## src/hdl/sbrc_pkg.sv

```systemverilog
// Shared types and constants for the swap buffer ring controller.
// No dependencies; imported by sbrc_arbiter and swap_buffer_ring_controller.
package sbrc_pkg;

    localparam int MAX_BUFFERS_DEF = 4;

    typedef enum logic [2:0] {
        BUF_EMPTY   = 3'd0,
        BUF_READING = 3'd1,
        BUF_READ    = 3'd2,
        BUF_WRITING = 3'd3,
        BUF_WROTE   = 3'd4
    } buf_state_t;

    typedef enum logic [1:0] {
        STATUS_OK     = 2'd0,
        STATUS_NONE   = 2'd1,
        STATUS_MISUSE = 2'd2
    } status_t;

    typedef enum logic [1:0] {
        KIND_READ   = 2'd0,
        KIND_WRITE  = 2'd1,
        KIND_FINISH = 2'd2
    } kind_t;

    typedef enum logic [1:0] {
        CFG_BUFFER_COUNT  = 2'd0,
        CFG_REPEAT_READS  = 2'd1,
        CFG_REPEAT_WRITES = 2'd2
    } cfg_index_t;

    typedef struct packed {
        logic [1:0] kind;
        logic [1:0] slot;
    } item_t;

    typedef struct packed {
        logic [1:0] status;
        logic [1:0] granted_slot;
    } result_t;

    typedef struct packed {
        logic [2:0] buffer_count;
        logic       repeat_reads;
        logic       repeat_writes;
    } cfg_t;

endpackage

```

## src/hdl/sbrc_arbiter.sv

```systemverilog
// Single-pass decision logic: one beat against the ring state gives the result
// and the next ring state. Depends on sbrc_pkg.
module sbrc_arbiter #(
    parameter int MAX_BUFFERS = sbrc_pkg::MAX_BUFFERS_DEF,
    localparam int PW = $clog2(MAX_BUFFERS),
    localparam int CW = $clog2(MAX_BUFFERS + 1)
) (
    input  sbrc_pkg::item_t                      item,
    input  sbrc_pkg::cfg_t                       cfg,
    input  sbrc_pkg::buf_state_t [MAX_BUFFERS-1:0] bstate,
    input  logic [PW-1:0]                        rd_ptr,
    input  logic [PW-1:0]                        wr_ptr,
    output sbrc_pkg::buf_state_t [MAX_BUFFERS-1:0] bstate_next,
    output logic [PW-1:0]                        rd_ptr_next,
    output logic [PW-1:0]                        wr_ptr_next,
    output sbrc_pkg::result_t                    result
);
    import sbrc_pkg::*;

    // pointer mod n by repeated subtract; pointer < MAX_BUFFERS and n >= 2
    function automatic logic [PW-1:0] mod_n(input logic [PW-1:0] p, input logic [CW-1:0] n);
        logic [CW-1:0] r;
        r = CW'(p);
        for (int k = 0; k < MAX_BUFFERS / 2; k++)
        begin
            if (r >= n)
                r = r - n;
        end
        return PW'(r);
    endfunction

    function automatic logic [PW-1:0] inc_n(input logic [PW-1:0] p, input logic [CW-1:0] n);
        logic [CW-1:0] s;
        s = CW'(p) + CW'(1);
        return (s == n) ? '0 : PW'(s);
    endfunction

    logic [CW-1:0] n_act;
    logic [PW-1:0] cur_rd, nx_rd, cur_wr, nx_wr;
    logic          any_reading, any_writing;
    buf_state_t    st_cur_rd, st_nx_rd, st_cur_wr, st_nx_wr, st_slot;
    logic          upd;
    logic [PW-1:0] upd_idx;
    buf_state_t    upd_val;
    logic [PW-1:0] gidx;
    status_t       status;

    always_comb
    begin
        if (cfg.buffer_count < 3'd2)
            n_act = CW'(2);
        else if (32'(cfg.buffer_count) > MAX_BUFFERS)
            n_act = CW'(MAX_BUFFERS);
        else
            n_act = CW'(cfg.buffer_count);
    end

    assign cur_rd = mod_n(rd_ptr, n_act);
    assign nx_rd  = inc_n(cur_rd, n_act);
    assign cur_wr = mod_n(wr_ptr, n_act);
    assign nx_wr  = inc_n(cur_wr, n_act);

    // per-entry flags and selects, all entries in parallel
    always_comb
    begin
        any_reading = 1'b0;
        any_writing = 1'b0;
        st_cur_rd   = BUF_EMPTY;
        st_nx_rd    = BUF_EMPTY;
        st_cur_wr   = BUF_EMPTY;
        st_nx_wr    = BUF_EMPTY;
        st_slot     = BUF_EMPTY;
        for (int i = 0; i < MAX_BUFFERS; i++)
        begin
            if (CW'(i) < n_act)
            begin
                if (bstate[i] == BUF_READING)
                    any_reading = 1'b1;
                if (bstate[i] == BUF_WRITING)
                    any_writing = 1'b1;
            end
            if (cur_rd == PW'(i))
                st_cur_rd = bstate[i];
            if (nx_rd == PW'(i))
                st_nx_rd = bstate[i];
            if (cur_wr == PW'(i))
                st_cur_wr = bstate[i];
            if (nx_wr == PW'(i))
                st_nx_wr = bstate[i];
            if (32'(item.slot) == i)
                st_slot = bstate[i];
        end
    end

    always_comb
    begin
        status      = STATUS_MISUSE;
        gidx        = '0;
        upd         = 1'b0;
        upd_idx     = '0;
        upd_val     = BUF_EMPTY;
        rd_ptr_next = rd_ptr;
        wr_ptr_next = wr_ptr;
        case (item.kind)
            KIND_READ:
            begin
                if (any_reading)
                    status = STATUS_MISUSE;
                else if (cfg.repeat_reads && nx_rd != cur_wr && st_nx_rd == BUF_WROTE)
                    gidx = nx_rd;
                else if (cfg.repeat_reads && st_cur_rd == BUF_READ)
                    gidx = cur_rd;
                else if (!cfg.repeat_reads && st_nx_rd == BUF_WROTE)
                    gidx = nx_rd;
                else
                    status = STATUS_NONE;
                if (!any_reading
                    && ((cfg.repeat_reads && nx_rd != cur_wr && st_nx_rd == BUF_WROTE)
                        || (cfg.repeat_reads && st_cur_rd == BUF_READ)
                        || (!cfg.repeat_reads && st_nx_rd == BUF_WROTE)))
                begin
                    status      = STATUS_OK;
                    upd         = 1'b1;
                    upd_idx     = gidx;
                    upd_val     = BUF_READING;
                    rd_ptr_next = gidx;
                end
            end
            KIND_WRITE:
            begin
                if (any_writing)
                    status = STATUS_MISUSE;
                else if (cfg.repeat_writes
                         && ((nx_wr != cur_rd && st_nx_wr == BUF_READ) || st_nx_wr == BUF_EMPTY))
                    gidx = nx_wr;
                else if (cfg.repeat_writes && st_cur_wr == BUF_WROTE)
                    gidx = cur_wr;
                else if (!cfg.repeat_writes && (st_nx_wr == BUF_READ || st_nx_wr == BUF_EMPTY))
                    gidx = nx_wr;
                else
                    status = STATUS_NONE;
                if (!any_writing
                    && ((cfg.repeat_writes
                         && ((nx_wr != cur_rd && st_nx_wr == BUF_READ)
                             || st_nx_wr == BUF_EMPTY))
                        || (cfg.repeat_writes && st_cur_wr == BUF_WROTE)
                        || (!cfg.repeat_writes
                            && (st_nx_wr == BUF_READ || st_nx_wr == BUF_EMPTY))))
                begin
                    status      = STATUS_OK;
                    upd         = 1'b1;
                    upd_idx     = gidx;
                    upd_val     = BUF_WRITING;
                    wr_ptr_next = gidx;
                end
            end
            KIND_FINISH:
            begin
                // a slot past the physical ring is misuse; past the active count is fine
                if (32'(item.slot) < MAX_BUFFERS && st_slot == BUF_READING)
                begin
                    status  = STATUS_OK;
                    upd     = 1'b1;
                    upd_idx = PW'(item.slot);
                    upd_val = BUF_READ;
                end
                else if (32'(item.slot) < MAX_BUFFERS && st_slot == BUF_WRITING)
                begin
                    status  = STATUS_OK;
                    upd     = 1'b1;
                    upd_idx = PW'(item.slot);
                    upd_val = BUF_WROTE;
                end
                else
                    status = STATUS_MISUSE;
            end
            default:
                status = STATUS_MISUSE;
        endcase
    end

    always_comb
    begin
        for (int i = 0; i < MAX_BUFFERS; i++)
        begin
            bstate_next[i] = (upd && upd_idx == PW'(i)) ? upd_val : bstate[i];
        end
    end

    assign result.status       = status;
    assign result.granted_slot = (status == STATUS_OK) ? 2'(gidx) : 2'd0;

endmodule

```

## src/hdl/swap_buffer_ring_controller.sv

```systemverilog
// Top level of the swap buffer ring controller: beat capture, ring state,
// configuration registers and result register. Depends on sbrc_pkg, sbrc_arbiter.
//
//  port group                  dir  handshake
//  start/busy/item             in   accepted on start && !busy
//  done/result                 out  one-cycle strobe, no back-pressure
//  cfg_en/cfg_addr/cfg_data    in   written on cfg_en
//
// A beat is captured at the accepting edge, passes the arbiter in the next
// cycle and its result is held with done in the cycle after that. One beat
// per cycle is sustained, set by the single arbiter pass between the input
// and result registers. busy never rises. Reset leaves every buffer empty,
// both pointers at zero, two buffers in use and both repeat modes off.
// Results cannot be stalled.
module swap_buffer_ring_controller #(
    parameter int MAX_BUFFERS = sbrc_pkg::MAX_BUFFERS_DEF
) (
    input  logic              clk,
    input  logic              rst_n,
    input  logic              start,
    output logic              busy,
    input  sbrc_pkg::item_t   item,
    output logic              done,
    output sbrc_pkg::result_t result,
    input  logic              cfg_en,
    input  logic [1:0]        cfg_addr,
    input  logic [2:0]        cfg_data
);
    import sbrc_pkg::*;

    localparam int PW = $clog2(MAX_BUFFERS);

    cfg_t                         cfg_reg;
    buf_state_t [MAX_BUFFERS-1:0] bstate_reg, bstate_next;
    logic [PW-1:0]                rd_ptr_reg, rd_ptr_next;
    logic [PW-1:0]                wr_ptr_reg, wr_ptr_next;
    item_t                        item_reg;
    logic                         pend_reg;
    result_t                      result_reg, result_next;
    logic                         done_reg;

    assign busy = 1'b0;

    sbrc_arbiter #(
        .MAX_BUFFERS (MAX_BUFFERS)
    ) u_arbiter (
        .item        (item_reg),
        .cfg         (cfg_reg),
        .bstate      (bstate_reg),
        .rd_ptr      (rd_ptr_reg),
        .wr_ptr      (wr_ptr_reg),
        .bstate_next (bstate_next),
        .rd_ptr_next (rd_ptr_next),
        .wr_ptr_next (wr_ptr_next),
        .result      (result_next)
    );

    always_ff @(posedge clk or negedge rst_n)
    begin
        if (!rst_n)
        begin
            cfg_reg.buffer_count  <= 3'd2;
            cfg_reg.repeat_reads  <= 1'b0;
            cfg_reg.repeat_writes <= 1'b0;
            for (int i = 0; i < MAX_BUFFERS; i++)
            begin
                bstate_reg[i] <= BUF_EMPTY;
            end
            rd_ptr_reg <= '0;
            wr_ptr_reg <= '0;
            pend_reg   <= 1'b0;
            done_reg   <= 1'b0;
        end
        else
        begin
            if (cfg_en)
            begin
                case (cfg_addr)
                    CFG_BUFFER_COUNT:  cfg_reg.buffer_count  <= cfg_data;
                    CFG_REPEAT_READS:  cfg_reg.repeat_reads  <= cfg_data[0];
                    CFG_REPEAT_WRITES: cfg_reg.repeat_writes <= cfg_data[0];
                    default:           ;
                endcase
            end
            pend_reg <= start && !busy;
            done_reg <= pend_reg;
            if (pend_reg)
            begin
                bstate_reg <= bstate_next;
                rd_ptr_reg <= rd_ptr_next;
                wr_ptr_reg <= wr_ptr_next;
            end
        end
    end

    // payload registers
    always_ff @(posedge clk)
    begin
        if (start && !busy)
            item_reg <= item;
        if (pend_reg)
            result_reg <= result_next;
    end

    assign done   = done_reg;
    assign result = result_reg;

endmodule
```

## config.mk

```make
export PLATFORM = sky130hd
export DESIGN_NAME = swap_buffer_ring_controller
export DESIGN_NICKNAME = d
export VERILOG_FILES = /design/src/hdl/sbrc_pkg.sv /design/src/hdl/sbrc_arbiter.sv /design/src/hdl/swap_buffer_ring_controller.sv
export SDC_FILE = /design/constraint.sdc
export NUM_CORES = 1
export LEC_CHECK = 0
export BUFFER_PORTS_ARGS = -buffer_cell sky130_fd_sc_hd__buf_2
export CAP_MARGIN = 5
export CORE_ASPECT_RATIO = 0.8
export CORE_UTILIZATION = 30
export DETAILED_ROUTE_END_ITERATION = 7
export PLACE_DENSITY = 0.49
export SLEW_MARGIN = 30
export SYNTH_ARGS = -nofsm -noshare
export SYNTH_HDL_FRONTEND = slang
export SYNTH_HIERARCHICAL = 1
export SYNTH_SLANG_ARGS = --single-unit
export TNS_END_PERCENT = 100
```

## constraint.sdc

```tcl
create_clock -name clk -period 10.6 [get_ports clk]
set_input_delay 0 -clock clk [delete_from_list [all_inputs] [get_ports clk]]
set_output_delay 0 -clock clk [all_outputs]
set_load 0.01 [all_outputs]
```

### Word level (Yosys, flattened, before mapping)

Index checks and enable logic that the tools add are counted.

| storage, ports and cells | value |
|---|---|
| register bits | 31 |
| output and inout bits | 6 |
| input bits | 13 |
| logic and storage cells | 195 |

| cells by class | value |
|---|---|
| magnitude comparators | 10 |
| reductions and logical operators | 43 |
| $add $sub $neg | 6 |
| multiplexer cells | 81 |
| equality and inequality tests | 40 |

Operator list:

| operator | number |
|---|---|
| 3-bit two-way mux | 26 |
| 2-bit two-way mux | 29 |
| 2-bit == test, second input constant | 14 |
| 3-bit by 2-bit == test with 1-bit output, second input constant | 7 |
| 1-bit two-way mux | 21 |
| 2-bit zero test | 9 |
| 2-bit by 1-bit == test with 1-bit output, second input constant | 8 |
| 3-bit by 1-bit == test with 1-bit output, second input constant | 5 |
| 1-bit logical AND | 14 |
| 2-bit AND reduction | 7 |
| 2-bit one-hot mux with 3 select lines | 2 |
| 3-bit one-hot mux with 3 select lines | 1 |
| 2-bit by 1-bit adder with 3-bit output, second input constant | 2 |
| 3-bit == test | 2 |
| 3-bit == test, second input constant | 2 |
| 2-bit by 3-bit >= comparator with 1-bit output | 2 |
| 3-bit >= comparator | 2 |
| 1-bit logical OR | 6 |
| 1-bit by 3-bit < comparator with 1-bit output, first input constant | 2 |
| 2-bit by 3-bit < comparator with 1-bit output, first input constant | 2 |
| 3-bit AND reduction | 2 |
| 2-bit by 3-bit subtractor with 3-bit output | 2 |
| 1-bit zero test | 4 |
| 2-bit != test | 2 |
| 6 further kinds | 7 |

### Depth between registers and ports, before layout

| logic depth | value |
|---|---|
| word-level depth | 27 |
| depth in mapped cells | 27 |
| mapped depth without buffers | 26 |

### By module

The synthesis kept the hierarchy.

Modules (own cells, without submodules):

| module | area an instance (um^2) | instances | cells an instance |
|---|---|---|---|
| sbrc_arbiter | 2260.9 | 1 | 312 |
| swap_buffer_ring_controller | 1167.4 | 1 | 59 |

### Worst setup path after synthesis

OpenSTA, ideal clock, no wires.

| path | value |
|---|---|
| path kind | reg2reg |
| start point | register cfg_reg[4] (netlist bit) |
| end point | register bstate_reg[5] (netlist bit) |
| buffers on the path | 2 |
| setup time | 0.125 ns |
| arrival | 6.085 ns |
| cell stages (with the launch flop) | 27 |
| setup slack | 4.390 ns |
| period minus slack after synthesis | 6.210 ns |
| cell sequence | dfrtp_1 > buf_6 > buf_6 > inv_1 > ha_1 > a221oi_1 > o31a_1 > nand2_1 > ha_1 > a21oi_1 > o21ai_0 > a22oi_1 > nand2_2 > ha_1 > nand2b_1 > o32a_1 > a21oi_1 > a21boi_0 > a32o_1 > or2_2 > a31oi_1 > a31oi_1 > a2111oi_2 > o31ai_2 > nor3b_4 > mux2_1 > mux2_4 |

| on the way | value |
|---|---|
| longest elaborated chain between the ends | 27 |
| elaborated cells on any way between the ends | 114 |

Ends and longest elaborated chain:

| what | RTL line | source |
|---|---|---|
| start: declaration | swap_buffer_ring_controller.sv:33 | `cfg_t cfg_reg;` |
| 3-bit greater-than comparator | sbrc_arbiter.sv:52 | `else if (32'(cfg.buffer_count) > MAX_BUFFERS)` |
| 3-bit two-way mux | sbrc_arbiter.sv:52 |  |
| 3-bit two-way mux * | sbrc_arbiter.sv:50 | `if (cfg.buffer_count < 3'd2)` |
| 2-bit by 3-bit subtractor with 3-bit output / 2-bit by 3-bit >= comparator with 1-bit output (equally long branches) | sbrc_arbiter.sv:27, sbrc_arbiter.sv:26 |  |
| 3-bit two-way mux | sbrc_arbiter.sv:26 | `if (r >= n)` |
| 3-bit >= comparator / 2-bit subtractor (equally long branches) | sbrc_arbiter.sv:26, sbrc_arbiter.sv:27 |  |
| 2-bit two-way mux | sbrc_arbiter.sv:26 |  |
| 2-bit by 1-bit adder with 3-bit output | sbrc_arbiter.sv:34 | `s = CW'(p) + CW'(1);` |
| [11 not listed] | - |  |
| 2-bit two-way mux / 1-bit logical OR (equally long branches) | sbrc_arbiter.sv:136, sbrc_arbiter.sv:146 |  |
| 2-bit two-way mux / 1-bit logical OR (equally long branches) | sbrc_arbiter.sv:133, sbrc_arbiter.sv:147 |  |
| 2-bit two-way mux / 1-bit logical AND (equally long branches) | sbrc_arbiter.sv:131, sbrc_arbiter.sv:143 |  |
| 2-bit two-way mux | sbrc_arbiter.sv:142 | `if (!any_writing` |
| 2-bit one-hot mux with 3 select lines | sbrc_arbiter.sv:104 | `case (item.kind)` |
| 2-bit by 1-bit == test with 1-bit output | sbrc_arbiter.sv:186 | `bstate_next[i] = (upd && upd_idx == PW'(i)) ? upd_val : bstate[i];` |
| 1-bit logical AND * | sbrc_arbiter.sv:186 |  |
| 2-bit AND reduction (no source line) * | - |  |
| end signal: assignment | swap_buffer_ring_controller.sv:89 | `bstate_reg <= bstate_next;` |
| end: declaration | swap_buffer_ring_controller.sv:34 | `buf_state_t [MAX_BUFFERS-1:0] bstate_reg, bstate_next;` |

Mark *: on every way between the ends. The rest lies on a longest branch, timed or not.
A chain may end at the register's enable or synchronous reset.

### Worst setup path after layout

Same ends and word-level chain as after synthesis.

==> summary.txt <==
Worst setup path
  • Bufs and invs on worst path: 1
  • Endpoint required time on the critical path: 10.76 ns
  • Type of element launching the critical path: flip-flop
  • Critical path's top delay family: compound AO/OA/AOI/OAI gates
  • Most frequent cell on the critical path: sky130_fd_sc_hd__o21ai_0
  • Data arrival time of the worst path: 7.75 ns
  • Kind of critical path: flip-flop to flip-flop
  • Slowest stage cell, crit path: sky130_fd_sc_hd__dfrtp_1
  • Crit-path max FO: 16
  • Delay of the slowest critical-path stage: 0.51 ns
  • Nature of the critical path endpoint: flip-flop

Routing
  • Initial detailed-routing violation count: 158
  • Post-detailed-routing wire length: 9.55 mm
  • Number of antenna-violating nets in the routed design: 0
  • 1st-pass router iterations: 5
  • Detailed-route vias per instance: 5.70
  • Number of vias after detailed routing: 3069
  • # DRC: 0
  • Wire length per cell: 17.8 um

Clock tree
  • Clk Tree Root Cell: sky130_fd_sc_hd__clkbuf_16
  • Worst-case clock buffer depth: 2
  • Clock tree from TritonCTS: yes
  • H-tree depth reported by CTS: 2
  • Source-to-sink clock delay at the later pin of the worst-skew pair: 0.28 ns
  • CTS sink cnt: 31
  • Clock input transition at the sequential cells of the worst setup and hold paths: 0.05 ns
  • PostCTS Resize Cnt: 0
  • Total CTS buffers: 5

Logic synthesis
  • Post-Syn Area: 3430 um2
  • Net count of the mapped netlist: 395
  • Sequential element share of the synthesized area: 23.8%
  • Warnings from Yosys: 6
  • Flops & latches, synth: 31
  • Synth Flop Type: sky130_fd_sc_hd__dfrtp_1
  • Post-synthesis cell count: 371
  • Synth Area per Inst: 9.24 um2
  • Count of unique library cells instantiated by Yosys: 90
  • EDFF count, synth: 8
  • FFs w/ async S/R, synth: 74.2%

Cells and area
  • Leading cell types in the layout, fill and taps excluded: sky130_fd_sc_hd__nand2_1, sky130_fd_sc_hd__dfrtp_1, sky130_fd_sc_hd__nor2_1, sky130_fd_sc_hd__a21oi_1, sky130_fd_sc_hd__inv_1
  • Proportion of layout cells with a drive suffix above 1: 24.6%
  • Antenna diode instance count: 0
  • Number of flip-flops under the largest register name: 12
  • Commonest non-fill, non-tap cell in the layout: sky130_fd_sc_hd__nand2_1
  • Final Core Density: 34.9%
  • Growth of design area from synthesis to finish: 11.7%
  • Number of nets in the layout: 417
  • Count of fill cells added during filler insertion: 1150

Placement
  • Placer congestion estimate: 0.894
  • DPL Wire Length: 7.48 mm
  • IO buf count: 17

Timing
  • RSZ-0062 raised after global routing: no
  • Final number of hold-violating endpoints: 0
  • Final period util: 71.5%
  • Worst Clk Skew: 0.00536 ns
  • Final TNS setup: 0 ns
  • Finish-stage setup viols: 0
  • Transition time at the pin with the least slew margin: 0.744 ns
  • Slew HR: 50.1%
  • Max Transition Viols Final: 0
  • Fmax: 0.132 GHz
  • Post-layout min period: 7.58 ns

Floorplanning
  • Overall die height: 97.6 um
  • Area of the placeable core: 11000 um2
  • Site Rows: 34
  • Initial standard-cell utilization of the core: 31.2%
  • Total die area: 11900 um2
  • Die width: 122 um
  • Boundary pin count: 19

Power and ir drop
  • Power density over the cells: 300 nW/um2
  • Peak supply drop: 0.0952 mV
  • Leak: 1.55 nW

Global routing
  • Vias in the first global route: 2844
  • Total global routing overflow: 0
  • Wire length of the first global-routing pass: 15.8 mm
  • Largest net degree at the start of global routing: 24
  • Global routing usage summed across all routing layers: 17.4%
  • Antenna violations before repair: 0

Worst hold path
  • Min-Delay Path Class: input port to flip-flop

Status
  • Result of the run: finished, final reports clean

Flow run
  • Count of maximum capacitance violations: 0
==> stage by stage <==
stage	hold slack (ns)	worst slack, ns	power (mW)	std cells	cell area (um2)
3_5_place_dp	0.0244	3.16	0.989	521	3590
5_1_grt	0.0982	2.36	1.24	538	3830
3_3_place_gp	0.0226	3.37	0.994	521	3590
6_report	0.0918	3.02	1.15	538	3830
4_1_cts	0.0888	3.12	1.14	538	3830
2_1_floorplan	-0.296	4.39	0.821	371	3430
==> where the power goes <==
part / leakage, nW / total, mW / internal [mW] / switching (mW)
Sequential: 0.371 / 0.210 / 0.156 / 0.0542
Combinational: 1.10 / 0.798 / 0.331 / 0.467
Clock: 0.0716 / 0.143 / 0.0925 / 0.0501
==> area by class of cell <==
type,instances,area [um2],area share (%)
Multi-Input combinational cell,306,2410,63.1
Clock buffer,7,143,3.72
Timing Repair Buffer,28,190,4.97
Inverter,21,80.1,2.09
Sequential cell,31,818,21.4
Clock inverter,1,3.75,0.0980
Tap cell,144,180,4.70
==> routing by layer <==
| layer | GRT usage (%) | wire, um | part of all wire (%) | vias to the layer above |
|---|---|---|---|---|
| met1 | 27.7 | 5010 | 52 | 1504 |
| met4 | 3.61 | 90 | 0.94 | 0 |
| met3 | 2.99 | 526 | 5.5 | 11 |
| met2 | 23.7 | 3930 | 41 | 78 |
| met5 | 0 | 0 | 0 | - |
| li1 | - | - | - | 1476 |
==> worst paths after layout <==
check | from | end | slack, ns | depth (start not counted)
worst max-delay path | cfg_reg[4]$_DFFE_PN0P_ | bstate_reg[5]$_DFFE_PN0P_ | 3.02 | 27
worst min-delay path | cfg_en | cfg_reg[0]$_DFFE_PN0P_ | 0.09 | 3
worst max register to register | cfg_reg[4]$_DFFE_PN0P_ | bstate_reg[5]$_DFFE_PN0P_ | 3.02 | 27
worst min register to register | bstate_reg[9]$_DFFE_PN0P_ | bstate_reg[9]$_DFFE_PN0P_ | 0.60 | 1
max in group asynchronous | rst_n | pend_reg$_DFF_PN0_ | 9.97 | 2
min in group asynchronous | rst_n | wr_ptr_reg[0]$_DFFE_PN0P_ | 0.23 | 2
==> Yosys cell counts (all sizes together), types with 8 or more instances <==
cell type / count / area, um2
and2: 10 / 63.8
mux2i: 8 / 80.1
inv: 19 / 71.3
a31oi: 12 / 75.1
nor3: 13 / 85.1
nand3: 15 / 75.1
a21o: 8 / 63.8
edfxtp: 8 / 240
mux2: 30 / 375
buf: 11 / 109
nor2: 21 / 78.8
ha: 9 / 113
nand2: 26 / 105
o21ai: 15 / 78.8
a21oi: 22 / 125
dfrtp: 22 / 551
==> worst reg2reg max path: stages (launching register included) <==
cell	delay, ns
sky130_fd_sc_hd__dfrtp_1	0.51
sky130_fd_sc_hd__buf_4	0.30
sky130_fd_sc_hd__nand3b_1	0.45
sky130_fd_sc_hd__nor2_1	0.11
sky130_fd_sc_hd__fa_1	0.39
sky130_fd_sc_hd__nand2b_1	0.14
sky130_fd_sc_hd__o21ai_0	0.08
sky130_fd_sc_hd__nand2_1	0.06
sky130_fd_sc_hd__o21ai_0	0.07
sky130_fd_sc_hd__ha_1	0.28
sky130_fd_sc_hd__a21oi_1	0.38
sky130_fd_sc_hd__o21ai_0	0.16
sky130_fd_sc_hd__a22oi_1	0.44
sky130_fd_sc_hd__nand2_2	0.24
sky130_fd_sc_hd__ha_1	0.47
sky130_fd_sc_hd__nand2b_1	0.14
sky130_fd_sc_hd__o32a_1	0.31
sky130_fd_sc_hd__a21oi_1	0.14
sky130_fd_sc_hd__a21boi_0	0.18
sky130_fd_sc_hd__a32o_1	0.35
sky130_fd_sc_hd__or2_2	0.30
sky130_fd_sc_hd__a31oi_1	0.16
sky130_fd_sc_hd__a31oi_1	0.23
sky130_fd_sc_hd__a2111oi_2	0.49
sky130_fd_sc_hd__o31ai_2	0.21
sky130_fd_sc_hd__nor3b_4	0.26
sky130_fd_sc_hd__mux2_1	0.35
sky130_fd_sc_hd__mux2_4	0.26
==> what timing repair did <==
item                                   4_1_cts  5_1_grt
endpoints found under the hold margin       32        0
hold buffers                                 9        0
setup buffers                                0        0
==> cells by family (layout without fill, tap and decap cells) <==
| family | Yosys count | in the layout | share of synthesized area, % |
|---|---|---|---|
| compound gates | 119 | 119 | 28.5 |
| xor+xnor | 1 | 1 | 0.256 |
| fa+ha+maj | 11 | 11 | 4.45 |
| buf+inv | 34 | 57 | 5.73 |
| flops | 31 | 31 | 23.8 |
| mux | 40 | 40 | 14.7 |
| other cells | 1 | 1 | 0.109 |
| simple gates | 134 | 134 | 22.4 |
No activity file was read; power rests on OpenSTA's default activity.
